--- src/design/bse_pkg.sv ---
// shared codes, sizes and bit-scan helpers for the bitmap set engine
package bse_pkg;

  // operation codes carried in the func field
  localparam logic [2:0] FUNC_INCLUDE = 3'd0;
  localparam logic [2:0] FUNC_EXCLUDE = 3'd1;
  localparam logic [2:0] FUNC_TEST    = 3'd2;
  localparam logic [2:0] FUNC_FIND    = 3'd3;
  localparam logic [2:0] FUNC_COUNT   = 3'd4;
  localparam logic [2:0] FUNC_CLEAR   = 3'd5;

  // field widths
  localparam int unsigned FUNC_W   = 3;
  localparam int unsigned INDEX_W  = 8;
  localparam int unsigned COUNT_W  = 9;
  localparam int unsigned IN_TDATA_W  = 16;
  localparam int unsigned OUT_TDATA_W = 24;

  // widest chunk handled by the scan unit in one step
  localparam int unsigned CHUNK_MAX = 64;

  // swar population count of one chunk
  function automatic logic [6:0] popcnt64(input logic [63:0] x);
    logic [63:0] a;
    logic [63:0] b;
    logic [63:0] c;
    logic [63:0] s;
    a = x - ((x >> 1) & 64'h5555_5555_5555_5555);
    b = (a & 64'h3333_3333_3333_3333) + ((a >> 2) & 64'h3333_3333_3333_3333);
    c = (b + (b >> 4)) & 64'h0F0F_0F0F_0F0F_0F0F;
    s = c + (c >> 8);
    s = s + (s >> 16);
    s = s + (s >> 32);
    return s[6:0];
  endfunction

  // position of the lowest set bit, zero when none is set
  function automatic logic [5:0] lowbit64(input logic [63:0] x);
    logic [63:0] lsb;
    logic [5:0]  pos;
    lsb    = x & (~x + 64'd1);
    pos[0] = |(lsb & 64'hAAAA_AAAA_AAAA_AAAA);
    pos[1] = |(lsb & 64'hCCCC_CCCC_CCCC_CCCC);
    pos[2] = |(lsb & 64'hF0F0_F0F0_F0F0_F0F0);
    pos[3] = |(lsb & 64'hFF00_FF00_FF00_FF00);
    pos[4] = |(lsb & 64'hFFFF_0000_FFFF_0000);
    pos[5] = |(lsb & 64'hFFFF_FFFF_0000_0000);
    return pos;
  endfunction

endpackage

--- src/design/bitmap_set_engine.sv ---
// bitmap set engine top level: bit store, chunk scan unit and handshakes
//
// usage
//   requests enter on the s_axis channel, one transaction per operation:
//   include, exclude, test, find next set, count, clear all. every request
//   gives exactly one result transaction on the m_axis channel.
//   the highest usable bit index is written on the cfg channel (always
//   ready); the effective limit is the smaller of it and MAX_BITS-1, and
//   it must only be changed while the engine is idle.
// timing
//   include, exclude, test, clear and unused codes: the result is ready in
//   the cycle after the request transaction, a new request every cycle while
//   the output register is free.
//   find next and count: the map is walked by one shared 64-bit scan unit
//   (mask, popcount, lowest-set-bit), one chunk per cycle; count walks all
//   NCH chunks, find next stops early when a hit comes. with 256 bits NCH is 4.
// reset
//   the bitmap is cleared, the limit goes to 255, both channels go idle.
// back-pressure
//   a result waits in the output register while m_axis_tready is low; a
//   new request is still taken if the register drains in the same cycle,
//   and a finished scan holds its last step until the register is free.
module bitmap_set_engine #(
  parameter int unsigned MAX_BITS = 256
) (
  input  logic                            clk_i,
  input  logic                            rst_ni,
  // request: [2:0] func, [10:3] bit_index, upper bits zero
  input  logic                            s_axis_tvalid,
  output logic                            s_axis_tready,
  input  logic [bse_pkg::IN_TDATA_W-1:0]  s_axis_tdata,
  // result: [0] status, [1] found, [9:2] position, [18:10] set_count
  output logic                            m_axis_tvalid,
  input  logic                            m_axis_tready,
  output logic [bse_pkg::OUT_TDATA_W-1:0] m_axis_tdata,
  // limit register write
  input  logic                            cfg_valid,
  output logic                            cfg_ready,
  input  logic [bse_pkg::INDEX_W-1:0]     cfg_data_i
);
  import bse_pkg::*;

  // only indices up to 255 are reachable, so store no more than 256 bits
  localparam int unsigned NBITS = (MAX_BITS < 256) ? MAX_BITS : 256;
  localparam int unsigned CW    = (NBITS < CHUNK_MAX) ? NBITS : CHUNK_MAX;
  localparam int unsigned NCH   = (NBITS + CW - 1) / CW;
  localparam int unsigned PADW  = NCH * CW;
  localparam int unsigned IW    = (PADW > 1) ? $clog2(PADW) : 1;
  localparam int unsigned CIW   = (NCH > 1) ? $clog2(NCH) : 1;
  localparam logic [INDEX_W-1:0] TOP = INDEX_W'(NBITS - 1);

  localparam logic [1:0] ST_IDLE = 2'd0;
  localparam logic [1:0] ST_SCAN = 2'd1;

  logic [1:0]          state_q, state_d;
  logic [PADW-1:0]     store_q;
  logic [INDEX_W-1:0]  max_index_q;
  logic [CIW-1:0]      chunk_q;
  logic [INDEX_W-1:0]  lo_q;
  logic                is_find_q;
  logic [COUNT_W-1:0]  acc_q;

  logic                out_valid_q;
  logic                out_status_q;
  logic                out_found_q;
  logic [INDEX_W-1:0]  out_pos_q;
  logic [COUNT_W-1:0]  out_count_q;

  // request fields
  logic [FUNC_W-1:0]   req_func;
  logic [INDEX_W-1:0]  req_idx;
  logic [IW-1:0]       req_addr;
  logic                req_fire;
  logic                in_range;
  logic [INDEX_W-1:0]  lim;
  logic                out_free;

  // scan unit
  logic [INDEX_W-1:0]  base;
  logic [63:0]         chunk_raw;
  logic [63:0]         chunk_keep;
  logic [6:0]          chunk_pc;
  logic [5:0]          chunk_low;
  logic                hit;
  logic                last;
  logic                scan_done;

  assign req_func = s_axis_tdata[FUNC_W-1:0];
  assign req_idx  = s_axis_tdata[FUNC_W +: INDEX_W];
  assign req_addr = IW'(req_idx);
  assign lim      = (max_index_q > TOP) ? TOP : max_index_q;
  assign in_range = (req_idx <= lim);
  assign out_free = !out_valid_q || m_axis_tready;

  assign s_axis_tready = (state_q == ST_IDLE) && out_free;
  assign req_fire      = s_axis_tvalid && s_axis_tready;
  assign cfg_ready     = 1'b1;

  // one chunk of the map, masked to [lo, lim]
  assign base      = INDEX_W'(chunk_q * CW);
  assign chunk_raw = 64'(store_q[chunk_q * CW +: CW]);

  always_comb begin
    for (int j = 0; j < CHUNK_MAX; j++) begin
      chunk_keep[j] = chunk_raw[j] && (j < CW) &&
                      ((base + INDEX_W'(j)) >= lo_q) &&
                      ((base + INDEX_W'(j)) <= lim);
    end
  end

  assign chunk_pc  = popcnt64(chunk_keep);
  assign chunk_low = lowbit64(chunk_keep);
  assign hit       = is_find_q && (chunk_keep != 64'd0);
  assign last      = (chunk_q == CIW'(NCH - 1));
  assign scan_done = (state_q == ST_SCAN) && (hit || last) && out_free;

  always_comb begin
    state_d = state_q;
    unique case (state_q)
      ST_IDLE: begin
        if (req_fire && (req_func == FUNC_FIND || req_func == FUNC_COUNT)) begin
          state_d = ST_SCAN;
        end
      end
      ST_SCAN: begin
        if (scan_done) begin
          state_d = ST_IDLE;
        end
      end
      default: state_d = ST_IDLE;
    endcase
  end

  // control state, map and limit
  always_ff @(posedge clk_i or negedge rst_ni) begin
    if (!rst_ni) begin
      state_q     <= ST_IDLE;
      store_q     <= '0;
      max_index_q <= 8'hFF;
      out_valid_q <= 1'b0;
      chunk_q     <= '0;
    end else begin
      state_q <= state_d;
      if (cfg_valid && cfg_ready) begin
        max_index_q <= cfg_data_i;
      end
      if (req_fire) begin
        case (req_func)
          FUNC_INCLUDE: if (in_range) store_q[req_addr] <= 1'b1;
          FUNC_EXCLUDE: if (in_range) store_q[req_addr] <= 1'b0;
          FUNC_CLEAR:   store_q <= '0;
          default:      ;
        endcase
      end
      if (req_fire) begin
        chunk_q <= '0;
      end else if (state_q == ST_SCAN && !(hit || last)) begin
        chunk_q <= chunk_q + CIW'(1);
      end
      if (req_fire && !(req_func == FUNC_FIND || req_func == FUNC_COUNT)) begin
        out_valid_q <= 1'b1;
      end else if (scan_done) begin
        out_valid_q <= 1'b1;
      end else if (m_axis_tready) begin
        out_valid_q <= 1'b0;
      end
    end
  end

  // scan context and result payload
  always_ff @(posedge clk_i) begin
    if (req_fire) begin
      lo_q      <= (req_func == FUNC_FIND) ? req_idx : '0;
      is_find_q <= (req_func == FUNC_FIND);
      acc_q     <= '0;
      out_status_q <= (req_func == FUNC_INCLUDE) && !in_range;
      out_found_q  <= (req_func == FUNC_TEST) && in_range && store_q[req_addr];
      out_pos_q    <= '0;
      out_count_q  <= '0;
    end else if (state_q == ST_SCAN) begin
      if (!(hit || last)) begin
        acc_q <= acc_q + COUNT_W'(chunk_pc);
      end else if (out_free) begin
        out_status_q <= 1'b0;
        out_found_q  <= hit;
        out_pos_q    <= hit ? (base + INDEX_W'(chunk_low)) : '0;
        out_count_q  <= is_find_q ? '0 : (acc_q + COUNT_W'(chunk_pc));
      end
    end
  end

  assign m_axis_tvalid = out_valid_q;
  assign m_axis_tdata  = {5'd0, out_count_q, out_pos_q, out_found_q, out_status_q};

  // no request taken while a scan is running
  assert property (@(posedge clk_i) disable iff (!rst_ni)
    (state_q == ST_SCAN) |-> !s_axis_tready)
    else $error("request accepted during scan");

  // a refused include never reports a hit or a count
  assert property (@(posedge clk_i) disable iff (!rst_ni)
    (out_valid_q && out_status_q) |-> (!out_found_q && out_count_q == '0))
    else $error("refused include carries other results");

  // a nonzero count comes with no find result
  assert property (@(posedge clk_i) disable iff (!rst_ni)
    (out_valid_q && out_count_q != '0) |-> (!out_found_q && out_pos_q == '0))
    else $error("count result mixed with find result");

  // found position never lies above the effective limit
  assert property (@(posedge clk_i) disable iff (!rst_ni)
    ($rose(out_valid_q) && $past(state_q) == ST_SCAN && out_found_q) |-> (out_pos_q <= lim))
    else $error("find result above limit");

  // chunk counter stays inside the map
  assert property (@(posedge clk_i) disable iff (!rst_ni)
    (state_q == ST_SCAN) |-> (32'(chunk_q) <= NCH - 1))
    else $error("chunk counter out of range");

endmodule

--- config.mk ---
export PLATFORM = sky130hd
export DESIGN_NAME = bitmap_set_engine
export DESIGN_NICKNAME = d
export VERILOG_FILES = /design/src/design/bse_pkg.sv /design/src/design/bitmap_set_engine.sv
export SDC_FILE = /design/constraint.sdc
export NUM_CORES = 1
export LEC_CHECK = 0
export BUFFER_PORTS_ARGS = -buffer_cell sky130_fd_sc_hd__buf_2
export CAP_MARGIN = 15
export CORE_MARGIN = 5
export CORE_UTILIZATION = 36
export DETAILED_ROUTE_END_ITERATION = 7
export PLACE_DENSITY = 0.51
export RECOVER_POWER = 100
export SETUP_SLACK_MARGIN = 0.15
export SLEW_MARGIN = 15
export SYNTH_ARGS = -nofsm -noshare
export SYNTH_HDL_FRONTEND = slang
export SYNTH_SLANG_ARGS = --single-unit
export TNS_END_PERCENT = 1
--- constraint.sdc ---
create_clock -name clk_i -period 9.2 [get_ports clk_i]
set_clock_uncertainty 0.15 [all_clocks]
set_input_delay 0.46 -clock clk_i [delete_from_list [all_inputs] [get_ports clk_i]]
set_output_delay 0.46 -clock clk_i [all_outputs]
set_load 0.03 [all_outputs]
==> out/qor.csv <==
stage;metric;value;unit
finish;area grow syn2layout;25.0;%
power_and_ir_drop;Leakage;15.3;nW
worst_setup_path;worst path required time;9.53;ns
power_and_ir_drop;Max VDD drop;0.183;mV
timing;final setup margin;0.0892;ns
run_status;failing checks;capacitance limit, slew limit;
yosys;asr flop ratio synth;87.9;%
timing;Fin. Hold Viols;0;
yosys;synth warn;0;
timing;final hold slack;0.0530;ns
detailed_routing;DRT Pass-1 Iters;6;
clock_network;H-tree Lvls;2;
place;Placer Congestion;1.02;
timing;fin crit period;9.11;ns
worst_setup_path;Max Fanout on Critical Path;5;
yosys;Post-synth top flop;dfrtp_1;
clock_network;clk sinks;305;
timing;RSZ-0062 raised after global routing;true;
yosys;Seq/Total Area, Yosys;28.0;%
worst_setup_path;Critical Path End Type;flip-flop;
hold_path;Hold Crit Endpoint;max_index_q[6]$_DFFE_PN1P_;
clock_network;CTS tree;built;
yosys;synthesized cell area;0.0271;mm2
timing;crit share post-route;99.0;%
worst_setup_path;critical register-to-register path startpoint;max_index_q[6]$_DFFE_PN1P_;
die;chip height;284;um
place;dpl ws;-0.745;ns
detailed_routing;DRC Markers;0;
run_status;status;finished with violations;
global_routing;first-pass GRT wire length;172;mm
yosys;Cells after Synth;3033;
timing;Final Max Slew Viols;660;
hold_path;Worst Hold Depth;3;
yosys;EDFF count, synth;11;
run;max cap viols;7;
clock_network;CTS root buffer;clkbuf_16;
yosys;syn_area_per_cell;8.92;um2
detailed_routing;routed wire length;115;mm
finish;Multi-input gate area;0.0186;mm2
worst_setup_path;critical path's slowest cell;fa_2;
worst_setup_path;worst path arrival time;9.44;ns
timing;Max-slew headroom;-250;%
place;port bufs;44;
timing;worst-margin pin slew;5.26;ns
yosys;Yosys top cell by area;dfrtp_1;
yosys;Post-synth top cells;612 x o21ai_0, 351 x a21oi_1, 260 x dfrtp_1;
place;detailed placement HPWL;87.6;mm
clock_network;largest buffer count on any clock path;3;
worst_setup_path;critical path class;flip-flop to flip-flop;
finish;Sequential cell area;0.00757;mm2
timing;maximum clock rate;0.110;GHz
yosys;FF+latch count, synth;305;
finish;# fillers;7259;
die;die area;0.0807;mm2
die;Initial Utilization;36.3;%
worst_setup_path;Reg2Reg Depth;37;
timing;Setup-failing EPs final;0;
detailed_routing;Via Count;27313;
finish;final core occ;45.4;%
yosys;top post-synthesis cells by area;dfrtp_1 24%, o21ai_0 11%, mux4_2 11%;
detailed_routing;Via density;6.12;
global_routing;largest net degree at the start of global routing;257;
clock_network;clock-pin slew on the worst setup and hold paths;0.05;ns
worst_setup_path;Critical Path Source Type;flip-flop;
clock_network;number of CTS-inserted buffers;38;
finish;post-route design area;0.0338;mm2
worst_setup_path;Worst R2R Setup Slack;0.09;ns
hold_path;hold wc startpoint;cfg_data_i[6];
finish;Final Instance Count excl. Fillers;4462;
worst_setup_path;FF-to-FF End;acc_q[8]$_SDFFE_PP0P_;
die;floorplan row count;100;
clock_network;Skew-Pair Late Insertion Delay;0.60;ns
global_routing;initial antenna violation count;3;
worst_setup_path;CP max stage delay;0.66;ns
place;dpl cell area;0.0316;mm2
yosys;most frequent cell after synthesis;o21ai_0;
die;IO Pins;56;
yosys;Netlist cell types;115;
place;placed insts;4356;
finish;Final nets;3715;
finish;share of cells above drive strength 1;28.1;%
yosys;post-synth top area share;24.0;%
detailed_routing;Detail Route Antenna Nets;0;
power_and_ir_drop;Power Dens Cells;165;mW/mm2
die;Placeable Area;0.0744;mm2
global_routing;total gr overflow;0;
global_routing;number of global-route vias before repair;26735;
die;Die X;284;um
detailed_routing;1st-iter DRT viols;2728;
hold_path;HP Class;primary input to flip-flop;
detailed_routing;drt wl/cell;25.8;um
global_routing;total global routing track utilization;27.3;%
==> cell usage in the layout, fill, tap and decap left out, drive strengths merged, types with 9 or more instances in the layout <==
master and n:
o211a 11, o22ai 17, a21oi 355, xor2 18, o221ai 11, nand4 22
nand2 145, and2 23, dfxtp 26, dfrtp 260, o21ai 621, mux4 148
a21boi 20, nor2b 24, edfxtp 11, clkbuf 90, nor4 31, nor3 61
a31oi 22, nand2b 22, o21bai 15, a211oi 19, inv 153, or2 12
o31ai 12, xnor2 74, buf 581, ha 188, a32oi 9, nor2 130
a21o 46, o21a 13, and3 27, nand3 50, o211ai 21, a22o 13
or3 9, fa 32
==> through the flow <==
stage / power [mW] / TNS, ns
2_1_floorplan: 2.85 / 0
3_3_place_gp: 3.87 / -4.43
3_5_place_dp: 3.87 / -6.01
4_1_cts: 5.53 / 0
5_1_grt: 5.84 / -0.688
6_report: 5.58 / 0
==> sequential cells by signal, indices dropped and copies added (netlist names) <==
name           count
acc_q              9
chunk_q            2
is_find_q          1
lo_q               8
m_axis_tvalid      1
max_index_q        8
out_count_q        9
out_found_q        1
out_pos_q          8
out_status_q       1
state_q            1
store_q          256
==> cell type report <==
class                      count  area share [%]
antenna                        1         0.00740
clock buffer                  59            3.37
clock inverter                 7           0.255
inverter                     151            1.68
multi-input combinational   2350            55.0
sequential                   305            22.4
tap                          969            3.58
timing repair buffer         620            13.7
==> worst max path at each step <==
stage	start	depth (start not counted)	end	slack, ns
2_1_floorplan	max_index_q[7]$_DFFE_PN1P_	40	acc_q[8]$_SDFFE_PP0P_	0.17
3_3_place_gp	max_index_q[7]$_DFFE_PN1P_	37	acc_q[8]$_SDFFE_PP0P_	-0.63
3_5_place_dp	max_index_q[7]$_DFFE_PN1P_	40	acc_q[8]$_SDFFE_PP0P_	-0.74
4_1_cts	max_index_q[7]$_DFFE_PN1P_	43	acc_q[8]$_SDFFE_PP0P_	0.05
5_1_grt	max_index_q[6]$_DFFE_PN1P_	40	acc_q[8]$_SDFFE_PP0P_	-0.24
6_report	max_index_q[6]$_DFFE_PN1P_	37	acc_q[8]$_SDFFE_PP0P_	0.09
==> routing by layer <==
metal | global-route usage [%] | share of wire (%) | vias up
met3 | 3.61 | 6.5 | 258
met5 | 0 | 0.023 | -
li1 | - | - | 12181
met1 | 36.4 | 41 | 13589
met2 | 45.4 | 47 | 1281
met4 | 10.6 | 4.5 | 4
==> logic make-up (layout without fill, tap and decap cells) <==
logic type      after synthesis  in the layout  synth area share, %
other cells                   2              7               0.0278
buf+inv                     382            837                 6.24
mux                         149            149                 12.5
xor+xnor                     92             92                 2.98
compound gates             1277           1277                 27.4
simple gates                606            606                 11.8
fa+ha+maj                   220            220                 11.1
flops                       305            305                 28.0
==> power breakdown <==
part           total [mW]  internal [mW]  switching (mW)
registers            1.44           1.40          0.0416
logic                2.62           1.11            1.51
clock network        1.51          0.884           0.627
==> what timing repair did <==
action                     4_1_cts  5_1_grt
gates cloned                     0        0
buffers inserted                22        9
hold endpoints to repair        97        0
hold buffers                     8        0
pin swaps                       58       43
resized for setup              116       53
setup endpoints to repair       16       11
==> critical path, delay by kind of cell, from the launching register on <==
| kind | cells | cell delay (ns) |
|---|---|---|
| buf+inv | 7 | 0.67 |
| fa+ha+maj | 8 | 3.76 |
| xor+xnor | 1 | 0.17 |
| flops | 1 | 0.54 |
| simple gates | 7 | 1.57 |
| compound gates | 14 | 2.17 |
(Power assumes the default switching activity.)
